### src/hw/rtl/assert_macros.svh
// Assertion helpers for the RTL, included by the line substring filter.
// Each macro takes a label, a clock, an active-low reset, a condition and a consequence.
`ifndef ASSERT_MACROS_SVH
`define ASSERT_MACROS_SVH

// The consequence must hold in the same cycle as the condition.
`define ASSERT_SAME(label, clk, rst_n, cond, conseq) \
    label: assert property (@(posedge clk) disable iff (!(rst_n)) (cond) |-> (conseq)) \
        else $error("assertion failed: same-cycle implication");

// The consequence must hold in the cycle after the condition.
`define ASSERT_NEXT(label, clk, rst_n, cond, conseq) \
    label: assert property (@(posedge clk) disable iff (!(rst_n)) (cond) |=> (conseq)) \
        else $error("assertion failed: next-cycle implication");

`endif

### src/hw/rtl/lsf_pkg.sv
`timescale 1ns / 1ps
// ----------------------------------------------------------------------------
// Line substring filter package
// Register indexes, character constants, the result word type and the
// ASCII case folding helper.
// ----------------------------------------------------------------------------
package lsf_pkg;

    typedef enum logic [2:0] {
        REG_PATTERN_LOW  = 3'd0,
        REG_PATTERN_HIGH = 3'd1,
        REG_PATTERN_LEN  = 3'd2,
        REG_IGNORE_CASE  = 3'd3,
        REG_INVERT_MATCH = 3'd4
    } lsf_reg_t;

    localparam logic [7:0] ASCII_NUL      = 8'h00;
    localparam logic [7:0] ASCII_NEWLINE  = 8'h0A;
    localparam logic [7:0] ASCII_UPPER_A  = 8'h41;
    localparam logic [7:0] ASCII_UPPER_Z  = 8'h5A;
    localparam logic [7:0] ASCII_CASE_GAP = 8'h20;

    localparam int unsigned PATTERN_SLOTS = 16;
    localparam int unsigned OUT_FIELD_W   = 32;

    typedef struct packed {
        logic [OUT_FIELD_W-1:0] line_index;
        logic                   line_selected;
        logic [OUT_FIELD_W-1:0] selected_count;
        logic                   file_done;
    } lsf_result_t;

    function automatic logic [7:0] fold_byte(input logic [7:0] c, input logic fold_en);
        logic [7:0] r;
        r = c;
        if (fold_en && c >= ASCII_UPPER_A && c <= ASCII_UPPER_Z) begin
            r = c + ASCII_CASE_GAP;
        end
        return r;
    endfunction

endpackage

### src/hw/rtl/line_substring_filter.sv
`timescale 1ns / 1ps
// ----------------------------------------------------------------------------
// Line substring filter
// Scans a byte stream and reports, for every closed line, its number, whether
// it contains the configured pattern (optionally case folded and inverted),
// and the running selected count of the file.
// ----------------------------------------------------------------------------
//  Channel   Direction  Word
//  s_axis    in         tdata[7:0] data_byte, tlast end_of_file
//  m_axis    out        tdata[31:0] line_index, tdata[63:32] selected_count,
//                       tuser[0] line_selected, tlast file_done
//  apb       in/out     64-bit registers at byte addresses 0, 8, 16, 24, 32
//
// One byte is taken per cycle while s_tready is high; result words are registered.
// The window compare and counter update sit between the line state registers.
// A two-entry output stage lets input flow on for one stalled result word.
// Reset is synchronous and active low; it clears config, counters and line flags.
// ----------------------------------------------------------------------------
module line_substring_filter #(
    parameter int PATTERN_MAX = 16,
    parameter int COUNT_WIDTH = 32
) (
    input  logic        aclk,
    input  logic        aresetn,

    input  logic        psel,
    input  logic        penable,
    input  logic        pwrite,
    input  logic [5:0]  paddr,
    input  logic [63:0] pwdata,
    output logic [63:0] prdata,
    output logic        pready,

    input  logic        s_tvalid,
    output logic        s_tready,
    input  logic [7:0]  s_tdata,   // [7:0] data_byte
    input  logic        s_tlast,

    output logic        m_tvalid,
    input  logic        m_tready,
    output logic [63:0] m_tdata,   // [31:0] line_index, [63:32] selected_count
    output logic [0:0]  m_tuser,   // [0] line_selected
    output logic        m_tlast
);

    localparam int LEN_W = $clog2(PATTERN_MAX + 1);
    localparam int PIDX_W = (PATTERN_MAX > 1) ? $clog2(PATTERN_MAX) : 1;
    localparam logic [LEN_W-1:0] LEN_MAX = LEN_W'(PATTERN_MAX);

    // Configuration registers.
    logic [63:0] pat_low_reg;
    logic [63:0] pat_high_reg;
    logic [4:0]  pat_len_reg;
    logic        ignore_case_reg;
    logic        invert_reg;

    // Line state.
    logic [7:0]             win_reg [PATTERN_MAX];
    logic [7:0]             win_next [PATTERN_MAX];
    logic [LEN_W-1:0]       fill_reg;
    logic [LEN_W-1:0]       fill_next;
    logic                   match_reg;
    logic                   match_next;
    logic                   zero_reg;
    logic                   zero_next;
    logic [COUNT_WIDTH-1:0] line_cnt_reg;
    logic [COUNT_WIDTH-1:0] sel_cnt_reg;
    logic [COUNT_WIDTH-1:0] line_cnt_inc;
    logic [COUNT_WIDTH-1:0] sel_cnt_inc;
    logic                   selected;
    logic                   line_close;

    // Output stage.
    lsf_pkg::lsf_result_t out_reg;
    lsf_pkg::lsf_result_t skid_reg;
    lsf_pkg::lsf_result_t result;
    logic                 out_valid_reg;
    logic                 skid_valid_reg;

    logic [7:0]       pat_fold [PATTERN_MAX];
    logic [127:0]     pat_all;
    logic [4:0]       len_clip;
    logic [LEN_W-1:0] eff_len;
    logic [LEN_W:0]   win_off;
    logic [LEN_W:0]   pidx_wide;
    logic             win_hit;

    logic        cfg_write;
    lsf_pkg::lsf_reg_t cfg_sel;
    logic        in_fire;
    logic [7:0]  in_byte;

    assign pready    = 1'b1;
    assign cfg_write = psel & penable & pwrite & pready;
    assign cfg_sel   = lsf_pkg::lsf_reg_t'(paddr[5:3]);

    always_ff @(posedge aclk) begin
        if (!aresetn) begin
            pat_low_reg     <= '0;
            pat_high_reg    <= '0;
            pat_len_reg     <= '0;
            ignore_case_reg <= 1'b0;
            invert_reg      <= 1'b0;
        end else if (cfg_write) begin
            unique case (cfg_sel)
                lsf_pkg::REG_PATTERN_LOW:  pat_low_reg     <= pwdata;
                lsf_pkg::REG_PATTERN_HIGH: pat_high_reg    <= pwdata;
                lsf_pkg::REG_PATTERN_LEN:  pat_len_reg     <= pwdata[4:0];
                lsf_pkg::REG_IGNORE_CASE:  ignore_case_reg <= pwdata[0];
                lsf_pkg::REG_INVERT_MATCH: invert_reg      <= pwdata[0];
                default: ;
            endcase
        end
    end

    always_comb begin
        unique case (cfg_sel)
            lsf_pkg::REG_PATTERN_LOW:  prdata = pat_low_reg;
            lsf_pkg::REG_PATTERN_HIGH: prdata = pat_high_reg;
            lsf_pkg::REG_PATTERN_LEN:  prdata = {59'd0, pat_len_reg};
            lsf_pkg::REG_IGNORE_CASE:  prdata = {63'd0, ignore_case_reg};
            lsf_pkg::REG_INVERT_MATCH: prdata = {63'd0, invert_reg};
            default:                   prdata = '0;
        endcase
    end

    // The pattern ends at the clipped length or at its first zero byte.
    always_comb begin
        pat_all  = {pat_high_reg, pat_low_reg};
        len_clip = (pat_len_reg > 5'(PATTERN_MAX)) ? 5'(PATTERN_MAX) : pat_len_reg;
        eff_len  = LEN_W'(len_clip);
        for (int i = PATTERN_MAX - 1; i >= 0; i--) begin
            pat_fold[i] = lsf_pkg::fold_byte(pat_all[8*i +: 8], ignore_case_reg);
            if (5'(i) < len_clip && pat_all[8*i +: 8] == lsf_pkg::ASCII_NUL) begin
                eff_len = LEN_W'(i);
            end
        end
    end

    assign s_tready = ~skid_valid_reg;
    assign in_fire  = s_tvalid & s_tready;
    assign in_byte  = s_tdata;

    always_comb begin
        zero_next = zero_reg | (in_byte == lsf_pkg::ASCII_NUL);
        fill_next = fill_reg;
        for (int k = 0; k < PATTERN_MAX; k++) begin
            win_next[k] = win_reg[k];
        end
        if (!zero_next) begin
            for (int k = 0; k < PATTERN_MAX - 1; k++) begin
                win_next[k] = win_reg[k + 1];
            end
            win_next[PATTERN_MAX-1] = in_byte;
            if (fill_reg < LEN_MAX) begin
                fill_next = fill_reg + 1'b1;
            end
        end

        // The newest eff_len window bytes line up with the pattern.
        win_off = (LEN_W+1)'(PATTERN_MAX) - {1'b0, eff_len};
        win_hit = (fill_next >= eff_len);
        for (int k = 0; k < PATTERN_MAX; k++) begin
            pidx_wide = (LEN_W+1)'(k) - win_off;
            if ((LEN_W+1)'(k) >= win_off) begin
                if (lsf_pkg::fold_byte(win_next[k], ignore_case_reg)
                        != pat_fold[pidx_wide[PIDX_W-1:0]]) begin
                    win_hit = 1'b0;
                end
            end
        end
        match_next = match_reg | (eff_len == '0) | win_hit;

        line_close   = (in_byte == lsf_pkg::ASCII_NEWLINE) | s_tlast;
        line_cnt_inc = (line_cnt_reg == '1) ? line_cnt_reg : line_cnt_reg + 1'b1;
        selected     = match_next ^ invert_reg;
        sel_cnt_inc  = (selected && sel_cnt_reg != '1) ? sel_cnt_reg + 1'b1 : sel_cnt_reg;

        result.line_index     = lsf_pkg::OUT_FIELD_W'(line_cnt_inc);
        result.line_selected  = selected;
        result.selected_count = lsf_pkg::OUT_FIELD_W'(sel_cnt_inc);
        result.file_done      = s_tlast;
    end

    always_ff @(posedge aclk) begin
        if (in_fire) begin
            for (int k = 0; k < PATTERN_MAX; k++) begin
                win_reg[k] <= win_next[k];
            end
        end
    end

    always_ff @(posedge aclk) begin
        if (!aresetn) begin
            fill_reg     <= '0;
            match_reg    <= 1'b0;
            zero_reg     <= 1'b0;
            line_cnt_reg <= '0;
            sel_cnt_reg  <= '0;
        end else if (in_fire) begin
            if (line_close) begin
                fill_reg  <= '0;
                match_reg <= 1'b0;
                zero_reg  <= 1'b0;
                if (s_tlast) begin
                    line_cnt_reg <= '0;
                    sel_cnt_reg  <= '0;
                end else begin
                    line_cnt_reg <= line_cnt_inc;
                    sel_cnt_reg  <= sel_cnt_inc;
                end
            end else begin
                fill_reg  <= fill_next;
                match_reg <= match_next;
                zero_reg  <= zero_next;
            end
        end
    end

    always_ff @(posedge aclk) begin
        if (!aresetn) begin
            out_valid_reg  <= 1'b0;
            skid_valid_reg <= 1'b0;
        end else if (!out_valid_reg || m_tready) begin
            out_valid_reg  <= skid_valid_reg | (in_fire & line_close);
            skid_valid_reg <= 1'b0;
        end else if (in_fire && line_close) begin
            skid_valid_reg <= 1'b1;
        end
    end

    always_ff @(posedge aclk) begin
        if (!out_valid_reg || m_tready) begin
            out_reg <= skid_valid_reg ? skid_reg : result;
        end else if (in_fire && line_close) begin
            skid_reg <= result;
        end
    end

    assign m_tvalid = out_valid_reg;
    assign m_tdata  = {out_reg.selected_count, out_reg.line_index};
    assign m_tuser  = out_reg.line_selected;
    assign m_tlast  = out_reg.file_done;

`include "assert_macros.svh"

    `ASSERT_SAME(a_skid_behind_out, aclk, aresetn, skid_valid_reg, out_valid_reg)
    `ASSERT_SAME(a_sel_below_line, aclk, aresetn, 1'b1, sel_cnt_reg <= line_cnt_reg)
    `ASSERT_NEXT(a_eof_clears_counts, aclk, aresetn, in_fire && s_tlast,
                 line_cnt_reg == '0 && sel_cnt_reg == '0 && fill_reg == '0)

endmodule

### config.mk
export PLATFORM = sky130hd
export DESIGN_NAME = line_substring_filter
export DESIGN_NICKNAME = d
export VERILOG_FILES = /design/src/hw/rtl/lsf_pkg.sv /design/src/hw/rtl/line_substring_filter.sv
export VERILOG_INCLUDE_DIRS = /design/src /design/src/hw/rtl
export SDC_FILE = /design/constraint.sdc
export NUM_CORES = 1
export LEC_CHECK = 0
export BUFFER_PORTS_ARGS = -buffer_cell sky130_fd_sc_hd__buf_2
export CORE_MARGIN = 3
export CORE_UTILIZATION = 41
export CTS_CLUSTER_SIZE = 40
export DETAILED_ROUTE_END_ITERATION = 8
export PLACE_DENSITY = 0.59
export SYNTH_ARGS = -nofsm -noshare
export SYNTH_HDL_FRONTEND = slang
export SYNTH_SLANG_ARGS = --single-unit
### constraint.sdc
create_clock -name aclk -period 20.2 [get_ports aclk]
set_clock_uncertainty 0.1 [all_clocks]
set_input_delay 3.03 -clock aclk [delete_from_list [all_inputs] [get_ports aclk]]
set_output_delay 3.03 -clock aclk [all_outputs]
set_load 0.05 [all_outputs]
==> results of run 1 <==
==> cells in the mapped netlist, drive strengths merged (37+ instances only) <==
| master | count | share of area |
|---|---|---|
| nand2 | 533 | 0.057 |
| mux2i | 390 | 0.11 |
| edfxtp | 260 | 0.22 |
| clkbuf | 236 | 0.025 |
| dfxtp | 208 | 0.12 |
| nor2 | 205 | 0.022 |
| xnor2 | 156 | 0.040 |
| inv | 150 | 0.016 |
| a21boi | 147 | 0.032 |
| mux2 | 146 | 0.047 |
| o21ai | 145 | 0.021 |
| a21oi | 140 | 0.020 |
| nand3 | 88 | 0.013 |
| nor3 | 83 | 0.012 |
| a22o | 73 | 0.018 |
| buf | 72 | 0.011 |
| ha | 55 | 0.020 |
| o22ai | 49 | 0.0088 |
| a31oi | 47 | 0.0084 |
| nand4 | 46 | 0.0082 |
| and3 | 44 | 0.0079 |
| mux4 | 44 | 0.028 |
| nor2b | 42 | 0.0075 |
| a22oi | 37 | 0.0079 |
| nor4 | 37 | 0.0070 |
==> critical path: cells and delay by family (launching register included) <==
family / cells / cell delay (ns)
AND/OR/NAND/NOR: 10 / 4.05
XOR/XNOR: 4 / 1.39
flip-flops: 1 / 0.56
multiplexers: 2 / 0.67
buffers and inverters: 5 / 2.38
adder cells (fa/ha/maj): 2 / 0.61
AO/OA/AOI/OAI: 5 / 2.02
==> final cells by class <==
type                    count  area [um2]
fillers                  8209       45200
multi-input cells        2965       21400
flip-flops and latches    468       12000
repair buffers            299        1720
well taps                1134        1420
clock buffers              59        1360
inverters                 154         584
clock inverters            35         497
==> power by group through the flow <==
stage / logic (mW) / clock network [mW] / registers [mW]
2_1_floorplan: 0.672 / 0 / 1.09
3_3_place_gp: 0.987 / 0 / 1.07
3_5_place_dp: 0.994 / 0 / 1.07
4_1_cts: 0.997 / 1.06 / 1.05
5_1_grt: 1.07 / 1.09 / 1.05
6_report: 1.03 / 1.03 / 1.05
==> how the worst max path moves through the flow <==
stage,from,end,slack [ns],cells after the start
finish,pat_low_reg[57]$_SDFFE_PN0P_,m_tdata[59]$_DFFE_PP_,8.01,28
global route,pat_low_reg[57]$_SDFFE_PN0P_,m_tdata[43]$_DFFE_PP_,7.60,28
CTS,pat_low_reg[57]$_SDFFE_PN0P_,m_tdata[59]$_DFFE_PP_,8.32,28
detailed placement,pat_low_reg[57]$_SDFFE_PN0P_,m_tdata[43]$_DFFE_PP_,8.38,28
global placement,pat_low_reg[57]$_SDFFE_PN0P_,m_tdata[43]$_DFFE_PP_,8.41,28
floorplan,pat_low_reg[58]$_SDFFE_PN0P_,m_tdata[51]$_DFFE_PP_,10.57,36
==> layer usage <==
layer	vias up	part of all wire	track usage
li1	14500	-	-
met1	15700	0.42	0.411
met2	1744	0.41	0.429
met3	421	0.11	0.0729
met4	0	0.063	0.152
met5	-	0	0
==> through the flow <==
stage	cell area, um2	hold WS [ns]	worst slack, ns	cells
detailed placement	37100	0.371	8.38	5020
finish	38900	0.375	8.01	5114
CTS	38900	0.380	8.32	5114
global route	38900	0.398	7.60	5114
global placement	37100	0.360	8.41	5020
floorplan	35000	0.329	10.57	3895
==> logic make-up after synthesis <==
| family | count (synthesis) | share of synthesized area |
|---|---|---|
| other | 1 | 0.000107 |
| adders and majority gates | 55 | 0.0197 |
| AOI/OAI and AO/OA | 934 | 0.188 |
| xor gates and xnor gates | 193 | 0.0507 |
| DFF | 468 | 0.342 |
| muxes | 580 | 0.187 |
| buffers and inverters | 462 | 0.0525 |
| and+or+nand+nor | 1202 | 0.160 |
==> results.py, run 1 <==
metrics = {
    "logic_synthesis": {
        "synthFlopType": "edfxtp_1",
        "syn-cell-area_um2": 35000,
        "yosys_warnings": 0,
        "yosysSeqAreaShare": 0.342,
        "synthCells": 3895,
        "synthesis.nets": 4036,
        "synth-edff-count": 260,
        "async_reset_ff_frac": 0,
        "ys_ff_latch": 468,
        "postSynthAreaPerCell_um2": 8.99,
        "synthDistinctLibCells": 100,
    },
    "layout": {
        "final_common_cell": "nand2_1",
        "largest_reg_flops": 128,
        "layout_common_cells": "nand2_1 (531), mux2i_1 (389), edfxtp_1 (260), buf_2 (213), dfxtp_1 (207)",
        "n_antenna_cell": 0,
        "drive_gt1_frac": 0.164,
        "fin_util": 0.463,
        "syn2layout_area_growth_pct": 11.2,
        "nets": 4080,
    },
    "worst_setup_path": {
        "arrival_ns": 12.47,
        "critPathMaxStageDelay_ns": 0.87,
        "crit_path_frequent_cell": "buf_4",
        "rr_endpoint": "m_tdata[59]$_DFFE_PP_",
        "cp_max_fo": 54,
        "crit_path_top_delay_cell": "xnor2_2",
        "crit_required_ns": 20.47,
        "reg2reg_depth": 28,
        "cp-start-kind": "flop",
        "rr_startpoint": "pat_low_reg[57]$_SDFFE_PN0P_",
        "r2r_slack_ns": 8.01,
        "path_class": "flop to flop",
        "endpoint_kind": "flop",
    },
    "timing": {
        "setup_violations": 0,
        "fin_setup_tns_ns": 0,
        "relSlewSlack": 0.102,
        "slew_violations": 0,
        "fmax_mhz": 82.0,
        "hold_viol": 0,
        "rsz0062_at_grt": "no",
        "fin_crit_sh": 0.604,
        "worstMarginPinSlew_ns": 1.35,
        "post-route-min-period_ns": 12.19,
    },
    "grt": {
        "grt_antenna_before_repair": 0,
        "grt_usage": 0.297,
        "gr-total-overflow": 0,
        "grt_max_degree": 134,
        "grt_pass1_wl_mm": 200,
        "grt_pass1_vias": 29700,
    },
    "route": {
        "vias": 32400,
        "post_drt_wl_per_cell_um": 27.0,
        "vias_per_cell": 6.33,
        "drt.antenna.violating_nets": 0,
        "drtIter0Drc": 4266,
        "routed_wl_mm": 138,
        "dr.pass1.iters": 6,
        "drc": 0,
    },
    "job": {
        "drv_cap": 0,
    },
    "min_path": {
        "min_to": "match_reg$_SDFFE_PN0P_",
        "worstHoldStart": "match_reg$_SDFFE_PN0P_",
        "min_path_cells": 2,
        "hold_path_class": "flop to flop",
    },
    "die": {
        "initial_core_util": 0.416,
        "ios": 219,
        "num_rows": 106,
        "dieWidth_um": 298,
        "core_um2": 84100,
        "dieArea_um2": 88900,
        "chipHeight_um": 298,
    },
    "clock_tree": {
        "htree_levels": 2,
        "numClockSinks": 468,
        "cts_resized": 0,
        "cts_setup_buffers": 0,
        "ctsLongestPathBuffers": 3,
        "clk-insertion-delay-late_ns": 0.66,
        "clkTransAtPathRegs_ns": 0.06,
        "cts_made_buffers": 51,
        "cts_tree": "built",
        "ctsHoldBuffers": 0,
        "root_buffer": "clkbuf_16",
    },
    "power": {
        "netSwitchingPower_mw": 1.14,
        "peakVddDrop_mv": 0.0609,
        "p_sw_frac": 0.365,
        "power.static_leakage_nw": 15.6,
        "power_density_nw_per_um2": 80.1,
        "p_clk_frac": 0.332,
        "p_comb_frac": 0.331,
        "p_total_mw": 3.12,
        "p_seq_frac": 0.337,
        "power.internal_mw": 1.98,
    },
    "place": {
        "hpwl_mm": 102,
        "portBuffers": 214,
        "gp_congestion": 1.08,
    },
    "run_status": {
        "outcome": "finished, final reports clean",
    },
}
Power figures use the tool's default switching activity.
==> run 2, diff against run 1 <==
Settings changed: ABC_AREA set to 1.
Clock period 20.2 ns to 12.3 ns, I/O delays scaled along.
==> run 2 against run 1 <==
Count of clock-buffer cells in the layout grew 11. Clock power grew 62%. Sequential power grew 66%. Fmax grew 48%. Utilization shrank 0.60 points. Global-route usage grew 3.8 points. First-iteration DRC count shrank 4.7%. Critical endpoint is now sel_cnt_reg[11]$_SDFFE_PN0P_. Area after synthesis shrank 3.9%. Non-clock buffer count shrank 31. Via count grew 10%. Critical path type unchanged. Critical path depth grew 8.
==> results.py, run 2 <==
metrics = {
    "route": {
        "vias": 35600,
        "dr.pass1.iters": 9,
        "drc": 0,
        "drtIter0Drc": 4067,
        "drt.antenna.violating_nets": 0,
        "post_drt_wl_per_cell_um": 23.9,
        "routed_wl_mm": 148,
        "vias_per_cell": 5.75,
    },
    "worst_setup_path": {
        "cp-start-kind": "flop",
        "crit_required_ns": 12.76,
        "critPathMaxStageDelay_ns": 0.59,
        "path_class": "flop to flop",
        "endpoint_kind": "flop",
        "crit_path_top_delay_cell": "nand2_2",
        "crit_buf_inv": 5,
        "arrival_ns": 8.68,
        "crit_path_frequent_cell": "nand2_1",
        "critPathTopFamily": "simple AND/OR/NAND/NOR gates",
        "reg2reg_depth": 36,
        "cp_max_fo": 30,
        "cp.depth": 36,
    },
    "job": {
        "drv_cap": 0,
    },
    "grt": {
        "grt_pass1_wl_mm": 214,
        "use_met3": 0.0444,
        "grt_usage": 0.336,
        "grt_antenna_before_repair": 2,
        "grtUsageMet2": 0.504,
        "grt_pass1_vias": 31900,
        "top_usage_layer": "met2",
        "gr-total-overflow": 0,
        "grt_max_degree": 161,
        "gr-usage-met1": 0.463,
    },
    "logic_synthesis": {
        "synthFlopType": "edfxtp_1",
        "async_reset_ff_frac": 0,
        "yosys.area.top_type": "edfxtp_1",
        "synthCells": 5019,
        "synthesis.nets": 5160,
        "synthDistinctLibCells": 71,
        "synth-edff-count": 260,
        "yosys_warnings": 0,
        "netlist.area_leader.share": 0.232,
        "synth.most_common_cell": "nand2_1",
        "postSynthAreaPerCell_um2": 6.70,
        "synthTopCellsByCount": "nand2_1 (1541), nand3_1 (864), inv_1 (510)",
        "yosysSeqAreaShare": 0.356,
        "syn-cell-area_um2": 33600,
        "ys_ff_latch": 468,
        "synth.area.top_cells": "edfxtp_1 (23%), nand2_1 (17%), nand3_1 (13%), dfxtp_1 (12%), inv_1 (5.7%)",
    },
    "clock_tree": {
        "numClockSinks": 468,
        "clkTransAtPathRegs_ns": 0.06,
        "cts_made_buffers": 54,
        "cts_resized": 0,
        "htree_levels": 2,
        "ctsHoldBuffers": 0,
        "cts_setup_buffers": 0,
        "root_buffer": "clkbuf_16",
        "cts_tree": "built",
        "ctsLongestPathBuffers": 3,
        "clk-insertion-delay-late_ns": 0.65,
    },
    "timing": {
        "slew_violations": 0,
        "hold_viol": 0,
        "setup_violations": 0,
        "post-route-min-period_ns": 8.21,
        "rsz0062_at_grt": "no",
        "fin_setup_tns_ns": 0,
        "fin_crit_sh": 0.668,
        "fmax_mhz": 122,
        "worstMarginPinSlew_ns": 1.19,
        "relSlewSlack": 0.196,
    },
    "die": {
        "core_um2": 80900,
        "ios": 219,
        "initial_core_util": 0.415,
        "chipHeight_um": 292,
        "num_rows": 104,
        "dieArea_um2": 85500,
        "dieWidth_um": 292,
    },
    "run_status": {
        "outcome": "finished, final reports clean",
    },
    "layout": {
        "final_common_cell": "nand2_1",
        "n_antenna_cell": 0,
        "nets": 5238,
        "layout_common_cells": "nand2_1 (1538), nand3_1 (864), inv_1 (503), o21ai_0 (318), edfxtp_1 (260)",
        "finalNonFillerCells": 6200,
        "largest_reg_flops": 128,
        "drive_gt1_frac": 0.0992,
        "syn2layout_area_growth_pct": 9.96,
    },
    "power": {
        "power_density_nw_per_um2": 176,
        "peakVddDrop_mv": 0.0942,
        "power.static_leakage_nw": 17.1,
    },
    "min_path": {
        "min_path_cells": 2,
        "hold_path_class": "flop to flop",
    },
    "place": {
        "gp_congestion": 1.08,
        "portBuffers": 214,
        "dp_cells": 6101,
        "hpwl_mm": 115,
    },
}
[run 2: cell types whose count changed in the layout (fill, tap and decap cells not counted), moves of 43 or more]
cell / previous run / this run
nand2_1: 531 / 1538
nand3_1: 88 / 864
mux2i_1: 389 / 1
inv_1: 141 / 503
o21ai_0: 140 / 318
mux2_2: 146 / 0
a21boi_0: 143 / 0
xnor2_1: 149 / 19
a22o_1: 73 / 0
a21oi_1: 139 / 208
and3_1: 44 / 1
mux4_2: 43 / 0
[run 2: cell type report]
cell class | instances | area (um2)
multi-input cells | 3779 | 18400
well taps | 1060 | 1330
clock inverters | 29 | 333
inverters | 526 | 1980
clock buffers | 70 | 1470
fillers | 8535 | 44000
repair buffers | 268 | 1490
flip-flops and latches | 468 | 12000
[run 2: worst register-to-register path, delay by kind of cell (launching register included)]
| kind | cells | cell delay [ns] |
|---|---|---|
| flops | 1 | 0.41 |
| buf+inv | 5 | 1.77 |
| compound gates | 3 | 0.87 |
| fa+ha+maj | 1 | 0.46 |
| simple gates | 27 | 4.52 |
[run 2: where the power goes]
group	switching, mW	internal (mW)
Combinational	2.33	0.770
Sequential	0.0299	1.71
Clock	0.712	0.954
[run 2: cells by family (layout without fill, tap and decap cells)]
| family | count (synthesis) | count (layout) | share of synthesized area |
|---|---|---|---|
| other cells | 1 | 1 | 0.000112 |
| mux | 1 | 1 | 0.000298 |
| buf+inv | 772 | 893 | 0.0983 |
| fa+ha+maj | 55 | 55 | 0.0205 |
| simple gates | 2924 | 2924 | 0.386 |
| xor+xnor | 87 | 87 | 0.0240 |
| flops | 468 | 468 | 0.356 |
| compound gates | 711 | 711 | 0.115 |
[run 2: per-layer routing]
metal | share of wire | wire (um)
met4 | 0.071 | 10500
met5 | 0.00026 | 39
met3 | 0.081 | 12000
met2 | 0.42 | 62600
met1 | 0.43 | 63200
[run 2: metrics by stage]
stage           util  power (mW)  setup slack, ns  area, um2  hold slack [ns]
2_1_floorplan      -        3.83             3.65      33600            0.339
3_3_place_gp   0.435        4.75             4.16      35200            0.353
3_5_place_dp   0.435        4.76             4.12      35200            0.362
4_1_cts        0.457        6.43             4.25      37000            0.371
5_1_grt        0.457        6.82             3.65      37000            0.407
6_report       0.457        6.51             4.09      37000            0.374
[run 2: worst paths after layout]
kind | slack (ns) | endpoint | start
setup / recovery | 4.09 | sel_cnt_reg[11]$_SDFFE_PN0P_ | pat_len_reg[1]$_SDFFE_PN0P_
hold / removal | 0.37 | line_cnt_reg[3]$_SDFFE_PN0P_ | line_cnt_reg[3]$_SDFFE_PN0P_
setup reg to reg | 4.09 | sel_cnt_reg[11]$_SDFFE_PN0P_ | pat_len_reg[1]$_SDFFE_PN0P_
hold reg to reg | 0.37 | line_cnt_reg[3]$_SDFFE_PN0P_ | line_cnt_reg[3]$_SDFFE_PN0P_
